$ cat config.mk
export PLATFORM = sky130hd
export DESIGN_NAME = tcw_front
export DESIGN_NICKNAME = d
export VERILOG_FILES = /design/src/rtl/core/text_console_writer_macros.svh /design/src/rtl/core/tcw_pkg.sv /design/src/rtl/core/tcw_front.sv
export SDC_FILE = /design/constraint.sdc
export NUM_CORES = 1
export LEC_CHECK = 0
export ABC_AREA = 0
export BUFFER_PORTS_ARGS = -buffer_cell sky130_fd_sc_hd__buf_2
export CORE_ASPECT_RATIO = 1.25
export CORE_MARGIN = 4
export CORE_UTILIZATION = 45
export CTS_CLUSTER_SIZE = 14
export DETAILED_ROUTE_END_ITERATION = 6
export PLACE_DENSITY = 0.8
export SYNTH_ARGS = -nofsm -noshare
export SYNTH_HDL_FRONTEND = slang
export SYNTH_SLANG_ARGS = --single-unit
$ cat constraint.sdc
create_clock -name i_clk -period 3.1 [get_ports i_clk]
set_input_delay 0.155 -clock i_clk [delete_from_list [all_inputs] [get_ports i_clk]]
set_output_delay 0.155 -clock i_clk [all_outputs]
set_load 0.005 [all_outputs]
$ cat src/rtl/core/text_console_writer_macros.svh
// Assertion macros used by the console writer top level.
`ifndef TEXT_CONSOLE_WRITER_MACROS_SVH
`define TEXT_CONSOLE_WRITER_MACROS_SVH

`ifndef SYNTHESIS
// Same-cycle implication, checked on every rising edge outside reset.
`define TCW_ASSERT_NOW(label, ante, cons, msg) \
    label: assert property (@(posedge i_clk) disable iff (!i_rst_n) (ante) |-> (cons)) \
        else $error(msg);
// Next-cycle implication, checked on every rising edge outside reset.
`define TCW_ASSERT_NEXT(label, ante, cons, msg) \
    label: assert property (@(posedge i_clk) disable iff (!i_rst_n) (ante) |=> (cons)) \
        else $error(msg);
`else
`define TCW_ASSERT_NOW(label, ante, cons, msg)
`define TCW_ASSERT_NEXT(label, ante, cons, msg)
`endif

`endif

$ cat src/rtl/core/tcw_pkg.sv
package tcw_pkg;

    // Screen geometry.
    localparam int COLUMNS = 80;
    localparam int ROWS    = 25;
    localparam int CELLS   = ROWS * COLUMNS;

    // Field widths fixed by the interface.
    localparam int MODE_W  = 2;
    localparam int CHAR_W  = 8;
    localparam int INDEX_W = 11;
    localparam int ROW_W   = 5;
    localparam int COL_W   = 7;
    localparam int POS_W   = 11;
    localparam int CELL_W  = 16;
    localparam int COLOR_W = 8;

    // Cell store addressing.
    localparam int ADDR_W = $clog2(CELLS);

    // Command queue between the front and back ends.
    localparam int QUEUE_DEPTH = 2;
    localparam int QPTR_W      = $clog2(QUEUE_DEPTH);
    localparam int QCNT_W      = $clog2(QUEUE_DEPTH + 1);

    // Mode codes.
    localparam logic [MODE_W-1:0] MODE_PUT   = 2'd0;
    localparam logic [MODE_W-1:0] MODE_CLEAR = 2'd1;
    localparam logic [MODE_W-1:0] MODE_READ  = 2'd2;

    // Character codes and colours.
    localparam logic [CHAR_W-1:0]  NUL_CODE     = 8'h00;
    localparam logic [CHAR_W-1:0]  NEWLINE_CODE = 8'h0A;
    localparam logic [CHAR_W-1:0]  BLANK_CODE   = 8'h20;
    localparam logic [COLOR_W-1:0] RESET_COLOR  = 8'h07;
    localparam logic [CELL_W-1:0]  RESET_CELL   = {RESET_COLOR, BLANK_CODE};

    // Commands handed from the front end to the back end.
    typedef enum logic [2:0] {
        OP_PUT,
        OP_NEWLINE,
        OP_CLEAR,
        OP_READ,
        OP_READ_NONE
    } t_op;

    typedef struct packed {
        t_op                op;
        logic [CHAR_W-1:0]  ch;
        logic [ADDR_W-1:0]  addr;
    } t_cmd;

    // One result item.
    typedef struct packed {
        logic [ROW_W-1:0]  row;
        logic [COL_W-1:0]  col;
        logic [POS_W-1:0]  pos;
        logic              scrolled;
        logic [CELL_W-1:0] value;
    } t_result;

    // Status of the back end seen by the front end and the top level.
    typedef struct packed {
        logic init_busy;
    } t_back_status;

endpackage

$ cat src/rtl/core/tcw_front.sv
module tcw_front
    import tcw_pkg::*;
(
    input  logic               i_clk,
    input  logic               i_rst_n,
    input  logic               i_in_valid,
    output logic               o_in_ready,
    input  logic [MODE_W-1:0]  i_mode,
    input  logic [CHAR_W-1:0]  i_char_code,
    input  logic [INDEX_W-1:0] i_cell_index,
    input  t_back_status       i_status,
    output logic               o_cmd_valid,
    output t_cmd               o_cmd,
    input  logic               i_cmd_ready
);

    logic r_valid;
    t_cmd r_cmd;
    t_cmd n_cmd;
    logic n_keep;
    logic accept;

    // Decode the input item into a command; null characters and the unused
    // mode are dropped here and never reach the back end.
    always_comb begin
        n_keep     = 1'b1;
        n_cmd.op   = OP_PUT;
        n_cmd.ch   = i_char_code;
        n_cmd.addr = '0;
        case (i_mode)
            MODE_PUT: begin
                if (i_char_code == NUL_CODE) begin
                    n_keep = 1'b0;
                end else if (i_char_code == NEWLINE_CODE) begin
                    n_cmd.op = OP_NEWLINE;
                end
            end
            MODE_CLEAR: begin
                n_cmd.op = OP_CLEAR;
            end
            MODE_READ: begin
                if (i_cell_index < INDEX_W'(CELLS)) begin
                    n_cmd.op   = OP_READ;
                    n_cmd.addr = ADDR_W'(i_cell_index);
                end else begin
                    n_cmd.op = OP_READ_NONE;
                end
            end
            default: begin
                n_keep = 1'b0;
            end
        endcase
    end

    assign o_in_ready = !i_status.init_busy && (!r_valid || i_cmd_ready);
    assign accept     = i_in_valid && o_in_ready;

    always_ff @(posedge i_clk) begin
        if (!i_rst_n) begin
            r_valid <= 1'b0;
        end else begin
            if (r_valid && i_cmd_ready) begin
                r_valid <= 1'b0;
            end
            if (accept) begin
                r_valid <= n_keep;
            end
        end
        if (accept) begin
            r_cmd <= n_cmd;
        end
    end

    assign o_cmd_valid = r_valid;
    assign o_cmd       = r_cmd;

endmodule

# Yosys cells after proc, flatten, opt, wreduce, memory -nomap -nowiden
# Index checks and enable logic that the tools add are counted.
[classes]
n_reduce_logical = 11
muxes = 8
eq_ne = 3
order_cmp = 1
[ops]
columns = ["operator", "n"]
rows = [
  ["11-bit < comparator (second input constant)", 1],
  ["3-bit one-hot mux with 3 select lines", 1],
  ["8-bit by 4-bit equality test with 1-bit output (second input constant)", 1],
  ["8-bit logical NOT", 1],
  ["1-bit two-way mux", 5],
  ["1-bit logical AND", 3],
  ["3-bit two-way mux", 1],
  ["2-bit by 1-bit equality test with 1-bit output (second input constant)", 1],
  ["2-bit equality test (second input constant)", 1],
  ["1-bit logical NOT", 2],
  ["2-bit logical NOT", 1],
  ["1-bit one-hot mux with 2 select lines", 1],
  ["2-bit AND reduction", 1],
  ["2-bit nonzero test", 1],
  ["2-bit OR reduction", 1],
  ["1-bit logical OR", 1],
]
[word_totals]
word_cells = 27
regBits = 23
in_bits = 26
out_inout_bits = 24

# Longest topological paths before layout
[depth]
ltp_word = 5
depth_mapped = 5
depth_no_buf = 5

# Worst setup path before layout
# OpenSTA, ideal clock, no wires.
[synth_path]
path_type = "input-to-reg"
from = "input port i_char_code[0]"
to = "register r_cmd (netlist bit o_cmd[19]), data pin"
setup_time_ps = 146
t_required_ps = 2954
path_stages = 3
arrival_ps = 1260
setup_slack_ps = 1694
path_cell_list = "or4_4 -> or4_1 -> a21oi_1"
[synth_rtl]
columns = ["element", "line_no", "rtl"]
rows = [
  ["start, declared", "tcw_front.sv:9", "input logic [CHAR_W-1:0] i_char_code,"],
  ["end signal, assigned", "tcw_front.sv:70", "r_cmd <= n_cmd;"],
  ["end, declared", "tcw_front.sv:18", "t_cmd r_cmd;"],
]

# Worst setup path after layout
[layout_path]
from = "register r_valid, in the netlist o_cmd_valid"
to = "register r_cmd (netlist bit o_cmd[3]) (enable)"
[layout_between]
elab_chain_len = 4
[layout_rtl]
columns = ["element", "line_no", "rtl"]
rows = [
  ["start, declared", "tcw_front.sv:17", "logic r_valid;"],
  ["start signal, assigned", "tcw_front.sv:66", "r_valid <= n_keep;"],
  ["1-bit logical NOT", "tcw_front.sv:55", "assign o_in_ready = !i_status.init_busy && (!r_valid || i_cmd_ready);"],
  ["1-bit logical OR", "tcw_front.sv:55", ""],
  ["1-bit logical AND", "tcw_front.sv:55", ""],
  ["1-bit logical AND", "tcw_front.sv:56", "assign accept = i_in_valid && o_in_ready;"],
  ["net accept", "tcw_front.sv:21", "logic accept;"],
]
# The timed path passes the listed nets, and every way through them passes these cells.
# A chain may end at the register's enable or synchronous reset.

==> impl_metrics.toml <==
[timing]
worst_slack_ns = 1.47
hold_viol = 0
setup_viol = 0
slew_headroom = 0.347
rsz0062_at_grt = "false"
fmax_mhz = 614
tns_ns = 0
slew_violations = 0
fin_crit_sh = 0.526
worst_slew_pin_slew_ns = 0.980
fin_skew_ns = 0.00481
period_minus_slack_ns = 1.63

[grt]
antenna_found_initial = 0
grt_pass1_vias = 661
grt_first_pass_wirelength_mm = 3.04
track_usage = 0.134
grt_overflow = 0
grt_start_max_net_pins = 23

[die]
die_h_um = 59.1
fp.dieW_um = 48.9
die_area_um2 = 2890
core_area_um2 = 1980
start_util = 0.475
fp-row-count = 18
ios = 50

[clocking]
clock_path_buffers = 2
post-cts-setup-buffers = 0
cts.sinks = 23
clock-root-buffer = "clkbuf_4"
clk_pin_slew_ns = 0.11
cts_max_level = 1
clk_latency_ns = 0.30
cts_hold_buf = 0
cts_tree = "built"
cts_resized = 0
cts_made_buffers = 3

[pwr]
p_leak_nw = 0.528
ir_worst_vdd_mv = 0.274
p_per_area_nw_per_um2 = 450

[setup_path]
critPathSlowestCell = "and2_1"
path_class = "reg2reg"
cp_slowest_stage_delay_ns = 0.80
critPathLaunchType = "flop"
cp.required_ns = 3.03
cp.arrival_ns = 1.56
cp_max_fo = 22
worstPathCellList = "nand2b_1 > and2_1"
critPathCaptureType = "flop"

[layout]
layout-drive-gt1-share = 0.465
fillerInstances = 167
final_nets = 144
final_cell_area_um2 = 1230
area_growth_pct = 31.1
num_antenna_cells = 0

[flow_run]
maxCapViolations = 0

[place]
dp_hpwl_mm = 1.54
placed_area_um2 = 1210
pre_cts_ws_ns = 1.42
port_buffers = 49
gp_congestion = 0.694

[route]
drt_iter0_drc = 15
wl_per_cell_um = 14.2
wl_mm = 1.90
viasPerCell = 5.07
dr.pass1.iters = 4
vias = 679
route.detailed.drc = 0
antenna_left = 0

[synthesis]
syn_avg_cell_area_um2 = 15.2
synth-compound-area-share = 0.0386
synth_cell_types = 20
syn-cell-area_um2 = 941
synthAdderAreaFrac = 0.0399
synth_top_family_by_area = "simple AND/OR/NAND/NOR gates"
synthMuxAreaShare = 0.0106
ys_seq_area_frac = 0.723
ys_warn_count = 0
synth_simple_gate_area_share = 0.172
synthesis.nets = 91
synth-seq-cells = 23
synth-xor-area-share = 0
syn_inst = 62

[worst_hold_path]
hold_path.class = "in2reg"

[status]
status = "complete, no violations"
## state kept, by name (all words and copies together), names as in the netlist
register     count
o_cmd           22
o_cmd_valid      1
## worst paths after layout
check	startpoint	end	slack, ns	cells after the start
worst min register to register	o_cmd_valid	o_cmd_valid	0.67	3
worst min-delay path	i_char_code[0]	o_cmd[11]	0.05	1
worst max register to register	o_cmd_valid	o_cmd[3]	1.47	2
worst max-delay path	o_cmd_valid	o_cmd[3]	1.47	2
## power breakdown
group / internal (mW) / total [mW] / switching [mW]
combinational: 0.0301 / 0.0616 / 0.0316
sequential: 0.357 / 0.360 / 0.00310
clock: 0.0501 / 0.133 / 0.0831
total: 0.437 / 0.555 / 0.118
## synthesized netlist by cell type
cell type / instances / share of area
a21oi_1: 1 / 0.0053
clkbuf_1: 1 / 0.0040
or4_1: 2 / 0.016
mux2i_1: 1 / 0.011
dfxtp_1: 1 / 0.021
o21ai_1: 3 / 0.016
and2_1: 12 / 0.080
ha_1: 3 / 0.040
nor3_1: 1 / 0.0053
o21a_1: 1 / 0.0080
edfxtp_1: 22 / 0.70
a41oi_1: 1 / 0.0093
nor2b_1: 3 / 0.020
nor2_1: 1 / 0.0040
nand3_1: 1 / 0.0053
inv_1: 3 / 0.012
or4_4: 1 / 0.012
nand4_1: 2 / 0.013
nand2b_1: 1 / 0.0067
and3b_1: 1 / 0.0093
## placed cells by master, fill, tap and decap left out, drive strengths merged, types with 2 or more instances in the layout
cell    count
edfxtp     22
and2       12
inv         3
o21ai       3
nor2b       3
buf        49
or4         3
clkbuf      4
nand4       2
ha          3
## per-stage QoR
step | instances | total power [mW] | utilization | hold slack [ns]
floorplan | 62 | 0.391 | - | 0.254
global placement | 130 | 0.426 | 0.609 | 0.348
detailed placement | 130 | 0.430 | 0.609 | 0.354
CTS | 134 | 0.560 | 0.622 | 0.0367
global route | 134 | 0.577 | 0.622 | 0.0346
finish | 134 | 0.555 | 0.622 | 0.0458
## worst max-delay path: cells and delay by family, from the launching register on
| family | cells | cell delay [ns] |
|---|---|---|
| simple gates | 2 | 0.93 |
| flops | 1 | 0.34 |
## kinds of logic after synthesis
group / Yosys count
DFF: 23
muxes: 1
buffers and inverters: 4
adders and majority gates: 3
and+or+nand+nor: 25
AOI/OAI and AO/OA: 6
## routing by layer
layer  global-route usage  up-vias  part of all wire
met5                    0        -                 0
met4               0.0615        0             0.013
met3               0.0176        2             0.042
met2                0.256       21              0.58
met1                0.147      319              0.36
li1                     -      337                 -
## area by class of cell
type | count | area (µm²) | area share
Sequential cell | 23 | 681 | 0.552
Multi-Input combinational cell | 35 | 245 | 0.199
Timing Repair Buffer | 49 | 245 | 0.199
Clock buffer | 4 | 26.3 | 0.0213
Tap cell | 20 | 25.0 | 0.0203
Inverter | 3 | 11.3 | 0.00913
Note: power is estimated with default switching activity, not from simulation.
