`src/rtl/core/text_console_writer_macros.svh`:
```
// Assertion macros used by the console writer top level.
`ifndef TEXT_CONSOLE_WRITER_MACROS_SVH
`define TEXT_CONSOLE_WRITER_MACROS_SVH

`ifndef SYNTHESIS
// Same-cycle implication, checked on every rising edge outside reset.
`define TCW_ASSERT_NOW(label, ante, cons, msg) \
    label: assert property (@(posedge i_clk) disable iff (!i_rst_n) (ante) |-> (cons)) \
        else $error(msg);
// Next-cycle implication, checked on every rising edge outside reset.
`define TCW_ASSERT_NEXT(label, ante, cons, msg) \
    label: assert property (@(posedge i_clk) disable iff (!i_rst_n) (ante) |=> (cons)) \
        else $error(msg);
`else
`define TCW_ASSERT_NOW(label, ante, cons, msg)
`define TCW_ASSERT_NEXT(label, ante, cons, msg)
`endif

`endif

```
`src/rtl/core/tcw_pkg.sv`:
```
package tcw_pkg;

    // Screen geometry.
    localparam int COLUMNS = 80;
    localparam int ROWS    = 25;
    localparam int CELLS   = ROWS * COLUMNS;

    // Field widths fixed by the interface.
    localparam int MODE_W  = 2;
    localparam int CHAR_W  = 8;
    localparam int INDEX_W = 11;
    localparam int ROW_W   = 5;
    localparam int COL_W   = 7;
    localparam int POS_W   = 11;
    localparam int CELL_W  = 16;
    localparam int COLOR_W = 8;

    // Cell store addressing.
    localparam int ADDR_W = $clog2(CELLS);

    // Command queue between the front and back ends.
    localparam int QUEUE_DEPTH = 2;
    localparam int QPTR_W      = $clog2(QUEUE_DEPTH);
    localparam int QCNT_W      = $clog2(QUEUE_DEPTH + 1);

    // Mode codes.
    localparam logic [MODE_W-1:0] MODE_PUT   = 2'd0;
    localparam logic [MODE_W-1:0] MODE_CLEAR = 2'd1;
    localparam logic [MODE_W-1:0] MODE_READ  = 2'd2;

    // Character codes and colours.
    localparam logic [CHAR_W-1:0]  NUL_CODE     = 8'h00;
    localparam logic [CHAR_W-1:0]  NEWLINE_CODE = 8'h0A;
    localparam logic [CHAR_W-1:0]  BLANK_CODE   = 8'h20;
    localparam logic [COLOR_W-1:0] RESET_COLOR  = 8'h07;
    localparam logic [CELL_W-1:0]  RESET_CELL   = {RESET_COLOR, BLANK_CODE};

    // Commands handed from the front end to the back end.
    typedef enum logic [2:0] {
        OP_PUT,
        OP_NEWLINE,
        OP_CLEAR,
        OP_READ,
        OP_READ_NONE
    } t_op;

    typedef struct packed {
        t_op                op;
        logic [CHAR_W-1:0]  ch;
        logic [ADDR_W-1:0]  addr;
    } t_cmd;

    // One result item.
    typedef struct packed {
        logic [ROW_W-1:0]  row;
        logic [COL_W-1:0]  col;
        logic [POS_W-1:0]  pos;
        logic              scrolled;
        logic [CELL_W-1:0] value;
    } t_result;

    // Status of the back end seen by the front end and the top level.
    typedef struct packed {
        logic init_busy;
    } t_back_status;

endpackage

```
`src/rtl/core/tcw_queue.sv`:
```
module tcw_queue
    import tcw_pkg::*;
(
    input  logic i_clk,
    input  logic i_rst_n,
    input  logic i_push_valid,
    output logic o_push_ready,
    input  t_cmd i_push_cmd,
    output logic o_pop_valid,
    input  logic i_pop_ready,
    output t_cmd o_pop_cmd
);

    t_cmd              r_slot [QUEUE_DEPTH];
    logic [QPTR_W-1:0] r_wptr;
    logic [QPTR_W-1:0] r_rptr;
    logic [QCNT_W-1:0] r_count;
    logic              push;
    logic              pop;

    assign o_push_ready = (r_count != QCNT_W'(QUEUE_DEPTH));
    assign o_pop_valid  = (r_count != '0);
    assign o_pop_cmd    = r_slot[r_rptr];
    assign push         = i_push_valid && o_push_ready;
    assign pop          = o_pop_valid && i_pop_ready;

    always_ff @(posedge i_clk) begin
        if (!i_rst_n) begin
            r_wptr  <= '0;
            r_rptr  <= '0;
            r_count <= '0;
        end else begin
            if (push) begin
                r_wptr <= (r_wptr == QPTR_W'(QUEUE_DEPTH - 1)) ? '0 : r_wptr + 1'b1;
            end
            if (pop) begin
                r_rptr <= (r_rptr == QPTR_W'(QUEUE_DEPTH - 1)) ? '0 : r_rptr + 1'b1;
            end
            if (push && !pop) begin
                r_count <= r_count + 1'b1;
            end else if (pop && !push) begin
                r_count <= r_count - 1'b1;
            end
        end
        if (push) begin
            r_slot[r_wptr] <= i_push_cmd;
        end
    end

endmodule

```
`config.mk`:
```
export PLATFORM = sky130hd
export DESIGN_NAME = tcw_queue
export DESIGN_NICKNAME = d
export VERILOG_FILES = /design/src/rtl/core/text_console_writer_macros.svh /design/src/rtl/core/tcw_pkg.sv /design/src/rtl/core/tcw_queue.sv
export SDC_FILE = /design/constraint.sdc
export NUM_CORES = 1
export LEC_CHECK = 0
export BUFFER_PORTS_ARGS = -buffer_cell sky130_fd_sc_hd__buf_2
export CAP_MARGIN = 20
export CORE_MARGIN = 2
export CORE_UTILIZATION = 46
export CTS_CLUSTER_SIZE = 40
export DETAILED_ROUTE_END_ITERATION = 8
export PLACE_DENSITY_LB_ADDON = 0.12
export SLEW_MARGIN = 20
export SYNTH_ARGS = -nofsm -noshare
export SYNTH_HDL_FRONTEND = slang
export SYNTH_SLANG_ARGS = --single-unit
```
`constraint.sdc`:
```
create_clock -name i_clk -period 1.4 [get_ports i_clk]
set_input_delay 0.14 -clock i_clk [delete_from_list [all_inputs] [get_ports i_clk]]
set_output_delay 0.14 -clock i_clk [all_outputs]
set_load 0.01 [all_outputs]
```
# After elaboration in Yosys (flattened, before gate mapping)
# Memory sizes are Yosys's and may differ from the RTL's. A register that Yosys moved wholly into a read port is not among the register bits.
# Cells that the tools add are included.
[totals]
mem_bits_rw = 44
output_inout_bits = 24
regBits = 4
input_bits = 26
n_memories = 1
[classes]
addsub = 4
n_eq_ne = 1
mux = 8
reduce_logical = 8
[mem_list]
columns = ["memory", "depth", "width", "rd", "rd_ports_with_merged_regs", "wr", "line_no", "source"]
rows = [
  ["r_slot", 2, 22, 1, 1, 1, "tcw_queue.sv:14", "t_cmd r_slot [QUEUE_DEPTH];"],
]
[ops]
columns = ["op", "count"]
rows = [
  ["2-to-1 mux 1 bit", 6],
  ["logical AND 1 bit", 4],
  ["2-to-1 mux 2 bit", 2],
  ["nonzero test 2 bit", 2],
  ["adder 1 bit (second input constant)", 2],
  ["adder 2 x 1 -> 2 bit (second input constant)", 1],
  ["logical NOT 1 bit", 2],
  ["inequality test 2 bit (second input constant)", 1],
  ["subtractor 2 x 1 -> 2 bit (second input constant)", 1],
]

# Logic depth before layout (Yosys ltp)
# Gate-level depths: netlist of run 1.
[logic_depth]
ltp_word = 6
ltp_mapped = 6
mapped_depth_nobuf = 6

# Least setup slack after synthesis of run 1
# No wires, ideal clock.
[synth_path]
path_type = "reg-to-reg"
from = "register r_count[0]"
to = "memory r_slot[1][0] in the netlist's numbering, enable pin"
period_less_slack_ns = 1.564
slack_ns = -0.164
stages_incl_launch_ff = 3
path_buffers = 0
t_arrival_ns = 1.184
t_required_ns = 1.019
cell_sequence = "dfxtp_1 > nand2b_4 > and3_1"
[synth_between]
elab_chain_cells = 4
[synth_lines]
columns = ["element", "line_no", "source"]
rows = [
  ["start, declared", "tcw_queue.sv:17", "logic [QCNT_W-1:0] r_count;"],
  ["start signal, assigned", "tcw_queue.sv:40", "r_count <= r_count + 1'b1;"],
  ["start signal, assigned", "tcw_queue.sv:42", "r_count <= r_count - 1'b1;"],
  ["inequality test 2 bit", "tcw_queue.sv:21", "assign o_push_ready = (r_count != QCNT_W'(QUEUE_DEPTH));"],
  ["named net o_push_ready", "tcw_queue.sv:7", "output logic o_push_ready,"],
  ["logical AND 1 bit", "tcw_queue.sv:24", "assign push = i_push_valid && o_push_ready;"],
  ["2-to-1 mux 1 bit", "tcw_queue.sv:45", "if (push) begin"],
  ["2-to-1 mux 1 bit (implied by the code)", "tcw_queue.sv:46", "r_slot[r_wptr] <= i_push_cmd;"],
  ["end, declared", "tcw_queue.sv:14", ""],
]
# The timed path passes the listed nets, and every way through them passes these cells.

# Worst setup path after layout of run 1
[layout_path]
from = "register r_count[0]"
to = "register r_count[1]"
[layout_between]
elab_chain_cells = 5
[layout_lines]
columns = ["element", "line_no", "source"]
rows = [
  ["inequality test 2 bit (*)", "tcw_queue.sv:21", ""],
  ["logical AND 1 bit (*)", "tcw_queue.sv:24", ""],
  ["named net push", "tcw_queue.sv:18", "logic push;"],
  ["logical NOT 1 bit", "tcw_queue.sv:41", "end else if (pop && !push) begin"],
  ["logical AND 1 bit", "tcw_queue.sv:41", ""],
  ["nonzero test 2 bit (no line)", "-", ""],
]
# The timed path passes the listed nets; every way through them passes the cells marked *. The select of a mux whose other input is x is not followed.
# A chain may end at the register's enable or synchronous reset.

==> tab_implementation.tex, run 1 <==
\begin{tabular}{lr}
\hline
Metric & Value \\
\hline
\multicolumn{2}{l}{\textbf{Timing}} \\
Worst Max-Slew Pin Slew & 0.212 ns \\
Final Critical Period & 1.44 ns \\
Final period util & 1.03 \\
Least setup slack across all paths after layout & -0.0352 ns \\
Relative slew slack & 0.859 \\
Setup repair after global routing missed its margin & true \\
Total count of max-transition violations in the final report & 0 \\
Fmax & 697 MHz \\
Setup Viol. Count Final & 23 \\
Clock skew & 0.00244 ns \\
Final hold vios & 0 \\
\multicolumn{2}{l}{\textbf{Finish}} \\
Number of antenna repair diodes & 0 \\
Layout overhead on the synthesized area & 44.4\% \\
Final net count & 183 \\
Finished Layout Cells & 205 \\
Final design utilization & 0.703 \\
Most common cell after layout, fill and taps aside & edfxtp\_1 \\
Most frequent cells in the layout & edfxtp\_1 (44), buf\_2 (27), mux2\_4 (22), buf\_6 (22), clkbuf\_8 (5) \\
Layout cell share with drive strength beyond 1 & 0.643 \\
\multicolumn{2}{l}{\textbf{Yosys}} \\
Yosys warning total & 0 \\
Fraction of synthesized area in multiplexers & 0.136 \\
Dominant cells by area after synthesis & edfxtp\_1 (73\%), mux2\_2 (14\%), dfxtp\_1 (5.5\%) \\
Simple-gate portion of the synthesized area & 0.0357 \\
Synth area leader & edfxtp\_1 \\
Fraction of the yosys area taken by sequential cells & 0.780 \\
Distinct cell type count after synthesis & 19 \\
Fraction of synthesized cell area in xor and xnor cells & 0.0144 \\
Mean area per synthesized cell & 19.8 um\^{}2 \\
Post-Synthesis Cell Area & 0.00182 mm\^{}2 \\
Post-Syn Nets & 119 \\
Synth Area in Adders & 0.00687 \\
Fraction of the mapped netlist area in compound gates & 0.0192 \\
Flip-flop and latch count after synthesis & 49 \\
Number of standard cells after synthesis & 92 \\
Main combinational cell family by area after synthesis & multiplexers \\
Share of the synthesized area in the top cell type & 0.725 \\
\multicolumn{2}{l}{\textbf{Detailed routing}} \\
Via count & 999 \\
Post-detailed-route via-to-cell ratio & 4.87 \\
Detailed Routing Iterations Pass 1 & 4 \\
Average routed wire per standard cell & 15.0 um \\
Routed WL & 3070 um \\
Iteration-0 DRC Markers & 40 \\
Number of nets with antenna violations after routing & 0 \\
DR DRC count & 0 \\
\multicolumn{2}{l}{\textbf{Clock network}} \\
Clock Tree Buf Depth & 2 \\
Clock network latency to the later pin of the worst-skew pair & 0.30 ns \\
CTS tree & yes \\
Clock Root Buffer & clkbuf\_8 \\
Cts bufs inserted & 5 \\
Number of clock sinks seen by CTS & 49 \\
Clock input transition at the sequential cells of the worst setup and hold paths & 0.08 ns \\
Maximum level of the CTS H-tree & 2 \\
\multicolumn{2}{l}{\textbf{Worst setup path}} \\
Cells on worst reg2reg path & 6 \\
Start-to-end type of the worst setup path & flip-flop to flip-flop \\
Register-to-register path setup slack & -0.04 ns \\
R2r startpoint & r\_count[0] \\
Largest driver fanout on the critical path & 4 \\
Startpoint kind of the worst setup timing path & flip-flop \\
Required time of the critical path & 1.63 ns \\
Endpoint type of the worst setup path & flip-flop \\
Reg2Reg Capture Point & r\_count[1] \\
Data arrival time of the critical path & 1.66 ns \\
\multicolumn{2}{l}{\textbf{Global routing}} \\
Most congested layer reported by global routing & met2 \\
First-pass GRT wire length & 4770 um \\
Global Route met3 Usage & 0.0473 \\
GR met2 Demand/Resource & 0.251 \\
Number of antenna violations at the first check in global routing & 0 \\
Maximum number of pins on one net before global-route repair & 16 \\
Met1 capacity usage during global routing & 0.189 \\
Total gr overflow & 0 \\
Number of global-route vias before repair & 1037 \\
GRT Util Overall & 0.153 \\
\multicolumn{2}{l}{\textbf{Placed design}} \\
Worst-case setup slack after placement & -0.0635 ns \\
Buffers added on ports & 49 \\
Number of placed instances with taps included & 194 \\
Estimated wirelength of the detail-placed design & 2040 um \\
Last weighted congestion value of the routability-driven placer & 0.676 \\
\multicolumn{2}{l}{\textbf{Min path}} \\
Path category of the worst min-delay check & input port to flip-flop \\
Endpoint with the worst hold slack & r\_slot[1][13] \\
Worst Min Path Start & i\_push\_cmd[13] \\
Worst Hold Path Cells & 1 \\
\multicolumn{2}{l}{\textbf{Die}} \\
Die Span X & 66.9 um \\
Core region area & 0.00374 mm\^{}2 \\
Die Span Y & 66.9 um \\
Std cell rows & 22 \\
Total Die Area & 0.00448 mm\^{}2 \\
Initial standard-cell utilization of the core & 0.487 \\
Boundary Pins & 50 \\
\multicolumn{2}{l}{\textbf{Power and ir drop}} \\
Static leakage power & 0.00103 uW \\
Total power per unit cell area & 1720 mW/mm\^{}2 \\
Worst vdd ir & 1.13 mV \\
\multicolumn{2}{l}{\textbf{Run status}} \\
Run status & finished with violations \\
Violations in the final reports & negative setup slack \\
\multicolumn{2}{l}{\textbf{Run}} \\
Max Cap Viol & 0 \\
\hline
\end{tabular}
[worst max-delay path: stages (launching register included)]
cell,delay [ns]
dfxtp_4,0.36
nand2b_4,0.14
and2_4,0.16
ha_4,0.16
xor2_2,0.14
or3_1,0.30
a21boi_1,0.13
[routing by layer]
metal  routed length [um]  vias to the layer above
met5                    0                        -
met4                   53                        0
met3                  156                        7
met2                 1630                       30
met1                 1230                      486
li1                     -                      476
[synth_stat cells]
master	number
o21ai_1	1
edfxtp_1	44
xor2_1	1
nand2b_4	1
ha_1	1
a21bo_2	1
buf_2	2
and2_1	4
nand3b_1	1
and3_1	1
a21boi_0	1
inv_1	1
dfxtp_1	5
a21boi_1	1
mux2_2	22
or3_1	1
or2_2	1
xnor2_1	2
o21ai_0	1
[timing repair]
item / 4_1_cts / 5_1_grt
endpoints found under the setup margin: 23 / 23
gates resized for setup: 57 / 1
cloned: 2 / 0
hold buffers: 0 / 0
buffers inserted: 1 / 0
[worst max path at each step]
| stage | from | endpoint | slack, ns | cells past startpoint |
|---|---|---|---|---|
| after CTS | flip-flop | o_pop_cmd[2] | -0.06 | 3 |
| after global routing | r_count[0] | r_count[1] | -0.09 | 6 |
| after detailed placement | r_count[1] | r_count[1] | -0.06 | 4 |
| after global placement | r_count[1] | r_count[1] | -0.0005 | 4 |
| after floorplan | r_count[0] | r_count[1] | 0.008 | 6 |
| final | r_count[0] | r_count[1] | -0.04 | 6 |
[area by class of cell]
| cell class | count | area [um^2] |
|---|---|---|
| clock buffer | 5 | 68.8 |
| clock inverter | 3 | 17.5 |
| fill | 273 | 1110 |
| inverter | 1 | 7.51 |
| multi-input combinational | 40 | 497 |
| sequential | 49 | 1430 |
| tap | 48 | 60.1 |
| timing repair buffer | 59 | 551 |
[cell families (layout without fill, tap and decap cells)]
logic type               count (synthesis)  count (layout)
AO/OA/AOI/OAI                            5               5
adder cells (fa/ha/maj)                  1               1
multiplexers                            22              22
XOR/XNOR                                 3               3
buffers and inverters                    3              68
AND/OR/NAND/NOR                          9               9
flip-flops                              49              49
[stage by stage]
stage | power (uW) | hold slack [ns] | area [um^2] | setup TNS [ns]
after floorplan | 2670 | 0.239 | 1840 | 0
after global placement | 3140 | 0.327 | 2240 | -0.000472
after detailed placement | 3180 | 0.332 | 2240 | -0.0635
after CTS | 4560 | 0.0200 | 2620 | -1.00
after global routing | 4760 | 0.0181 | 2630 | -1.49
final | 4530 | 0.0266 | 2630 | -0.554
[registers in the layout (all words and copies together), names as in the netlist, named ones only]
name / count
r_slot: 44
r_count: 2
r_wptr: 1
r_rptr: 1
[power by group]
part / switching (uW) / internal (uW) / total, uW
Sequential: 110 / 1850 / 1960
Clock: 434 / 344 / 779
Combinational: 667 / 1130 / 1790
Note: power is estimated with default switching activity, not from simulation.
==> run 2, diff against run 1 <==
--- a/config.mk
+++ b/config.mk
@@ -11,8 +11,10 @@
 export CORE_UTILIZATION = 46
 export CTS_CLUSTER_SIZE = 40
 export DETAILED_ROUTE_END_ITERATION = 8
-export PLACE_DENSITY_LB_ADDON = 0.12
+export PLACE_DENSITY = 0.71
+export RECOVER_POWER = 50
 export SLEW_MARGIN = 20
 export SYNTH_ARGS = -nofsm -noshare
 export SYNTH_HDL_FRONTEND = slang
 export SYNTH_SLANG_ARGS = --single-unit
+export TNS_END_PERCENT = 50
==> run 2 against run 1 <==
Effect of this change: the flow still finishes with violations (negative setup slack); count of clock-buffer cells in the layout unchanged; critical path depth unchanged; sequential power about the same; critical path type unchanged; largest cell class unchanged; highest routed layer unchanged.
==> tab_implementation.tex, run 2 (synthesized netlist as in run 1, its figures left out) <==
\begin{tabular}{lr}
\hline
Metric & Value \\
\hline
\multicolumn{2}{l}{\textbf{Run status}} \\
Run status & finished with violations \\
Violations in the final reports & negative setup slack \\
\multicolumn{2}{l}{\textbf{Clock network}} \\
Number of clock sinks seen by CTS & 49 (unchanged) \\
Cts bufs inserted & 5 (unchanged) \\
Clock input transition at the sequential cells of the worst setup and hold paths & 0.08 ns (about the same) \\
Clock Root Buffer & clkbuf\_8 \\
Clock Tree Buf Depth & 2 (unchanged) \\
Maximum level of the CTS H-tree & 2 (unchanged) \\
CTS tree & yes \\
Clock network latency to the later pin of the worst-skew pair & 0.29 ns (about the same) \\
\multicolumn{2}{l}{\textbf{Detailed routing}} \\
Detailed Routing Iterations Pass 1 & 4 (unchanged) \\
Amount of wire on met3 after detailed routing & 139 um (-11\%) \\
Number of nets with antenna violations after routing & 0 (unchanged) \\
Average routed wire per standard cell & 16.0 um (+6.8\%) \\
Iteration-0 DRC Markers & 40 (unchanged) \\
Via count & 1017 (+1.8\%) \\
Detailed-routing wirelength on met1 & 1210 um (-1.1\%) \\
Post-detailed-route via-to-cell ratio & 4.96 (+1.8\%) \\
DR DRC count & 0 (unchanged) \\
Amount of wire on met2 after detailed routing & 1870 um (+15\%) \\
Top metal layer carrying routed signals & met4 \\
Routed WL & 3280 um (+6.8\%) \\
\multicolumn{2}{l}{\textbf{Timing}} \\
Fmax & 685 MHz (-1.7\%) \\
Final Critical Period & 1.46 ns (+0.0250 ns) \\
Relative slew slack & 0.648 (-0.211) \\
Setup TNS after final layout & -0.341 ns (+0.213 ns) \\
Worst Max-Slew Pin Slew & 0.528 ns (+0.316 ns) \\
Setup repair after global routing missed its margin & true \\
Setup Viol. Count Final & 18 (-22\%) \\
Least setup slack across all paths after layout & -0.0602 ns (-0.0250 ns) \\
Final hold vios & 0 (unchanged) \\
Final period util & 1.04 (+0.0179) \\
Total count of max-transition violations in the final report & 0 (unchanged) \\
Clock skew & 0.00439 ns (+0.00195 ns) \\
\multicolumn{2}{l}{\textbf{Finish}} \\
Largest reg by FF count & r\_slot \\
Most frequent cells in the layout & edfxtp\_1 (44), mux2\_4 (22), buf\_6 (22) \\
Registers with the most flip-flops & r\_slot x44, r\_count x2 \\
Layout overhead on the synthesized area & 40.9\% \\
Storage element area & 0.00143 mm\^{}2 (-0.17\%) \\
Flip-flop count of the largest register, all copies and words added & 44 (unchanged) \\
Final net count & 183 (unchanged) \\
Most common cell after layout, fill and taps aside & edfxtp\_1 \\
Total area of multi-input combinational cells & 497 um\^{}2 (unchanged) \\
Number of antenna repair diodes & 0 (unchanged) \\
Finished Layout Cells & 205 (unchanged) \\
Count of filler cells inserted in the layout & 275 (+0.73\%) \\
Layout cell share with drive strength beyond 1 & 0.586 (-0.0573) \\
\multicolumn{2}{l}{\textbf{Die}} \\
Initial standard-cell utilization of the core & 0.487 (unchanged) \\
Std cell rows & 22 (unchanged) \\
Die Span Y & 66.9 um (unchanged) \\
Die Span X & 66.9 um (unchanged) \\
Core region area & 0.00374 mm\^{}2 (unchanged) \\
Total Die Area & 0.00448 mm\^{}2 (unchanged) \\
Boundary Pins & 50 (unchanged) \\
\multicolumn{2}{l}{\textbf{Run}} \\
Max Cap Viol & 0 (unchanged) \\
\multicolumn{2}{l}{\textbf{Worst setup path}} \\
Required time of the critical path & 1.62 ns (about the same) \\
Critical path capture point & r\_count[1] \\
Largest driver fanout on the critical path & 3 (-1) \\
Register-to-register path setup slack & -0.06 ns (-0.03 ns) \\
Cells on worst reg2reg path & 6 (unchanged) \\
R2r startpoint & r\_count[0] \\
Setup crit start & r\_count[0] \\
Endpoint type of the worst setup path & flip-flop \\
Start-to-end type of the worst setup path & flip-flop to flip-flop \\
Startpoint kind of the worst setup timing path & flip-flop \\
Reg2Reg Capture Point & r\_count[1] \\
Data arrival time of the critical path & 1.68 ns (+0.02 ns) \\
\multicolumn{2}{l}{\textbf{Power and ir drop}} \\
Static leakage power & 0.00100 uW (-3.0\%) \\
Total power per unit cell area & 1760 mW/mm\^{}2 (+1.9\%) \\
Worst vdd ir & 1.19 mV (+5.2\%) \\
\multicolumn{2}{l}{\textbf{Global routing}} \\
Total gr overflow & 0 (unchanged) \\
Maximum number of pins on one net before global-route repair & 23 (+7) \\
Number of antenna violations at the first check in global routing & 0 (unchanged) \\
GRT Util Overall & 0.168 (+0.0142) \\
Number of global-route vias before repair & 1107 (+6.8\%) \\
First-pass GRT wire length & 5220 um (+9.3\%) \\
\multicolumn{2}{l}{\textbf{Placed design}} \\
Last weighted congestion value of the routability-driven placer & 0.706 (+4.4\%) \\
Number of placed instances with taps included & 194 (unchanged) \\
Buffers added on ports & 49 (unchanged) \\
Estimated wirelength of the detail-placed design & 2120 um (+4.1\%) \\
\multicolumn{2}{l}{\textbf{Min path}} \\
Path category of the worst min-delay check & input port to flip-flop \\
\hline
\end{tabular}
run 2: cell count changes in the layout (fill, tap and decap cells not counted), sizes merged:
cell / previous run / this run
inv: 0 / 1
buf: 59 / 50
clkbuf: 5 / 14
clkinvlp: 2 / 1
run 2: final cells by class:
class	instances	area share
Clock buffer	5	0.0268
Multi-Input combinational cell	40	0.193
Inverter	1	0.00146
Clock inverter	3	0.00682
Sequential cell	49	0.556
Tap cell	48	0.0234
Timing Repair Buffer	59	0.192
run 2: how the worst min path moves through the flow:
stage	cells after the start	start	slack, ns	end
floorplan	0	i_push_cmd[0]	0.24	r_slot[0][0]
global placement	1	i_push_cmd[14]	0.33	r_slot[0][14]
detailed placement	1	i_push_cmd[4]	0.33	r_slot[0][4]
CTS	1	i_push_cmd[9]	0.02	r_slot[0][9]
global route	1	i_push_cmd[12]	0.01	r_slot[0][12]
finish	1	i_push_cmd[19]	0.03	r_slot[0][19]
run 2: critical path, cell delays in order, from the launching register on:
cell and delay (ns):
dfxtp_2 0.33, nand2b_4 0.14, and2_4 0.15, ha_4 0.16, xor2_2 0.14, or3_1 0.31, a21boi_1 0.16
run 2: through the flow:
step	worst slack, ns	utilization	hold WS (ns)	total power (uW)	instance area, um^2
finish	-0.0602	0.686	0.0303	4510	2570
CTS	-0.0899	0.678	0.0188	4470	2540
floorplan	-0.100	-	0.239	2640	1820
global route	-0.108	0.686	0.0145	4740	2570
detailed placement	-0.165	0.580	0.333	3120	2170
global placement	-0.0427	0.580	0.329	3060	2170
run 2: where the power goes:
| group | internal (uW) | switching, uW | total, uW |
|---|---|---|---|
| Sequential | 1850 | 105 | 1950 |
| Clock | 345 | 435 | 780 |
| Combinational | 1090 | 691 | 1780 |
run 2: timing repair:
item	4_1_cts	5_1_grt
setup endpoints to repair	46	46
hold buffers	0	0
endpoints found under the hold margin	0	0
pin swaps	3	2
resized for setup	58	3
buffers inserted	1	0
gates cloned	1	1
run 2: per-layer routing:
| layer | track usage | vias up |
|---|---|---|
| met5 | 0 | - |
| met4 | 0.0740 | 0 |
| met3 | 0.0541 | 6 |
| met2 | 0.300 | 26 |
| met1 | 0.179 | 506 |
| li1 | - | 479 |
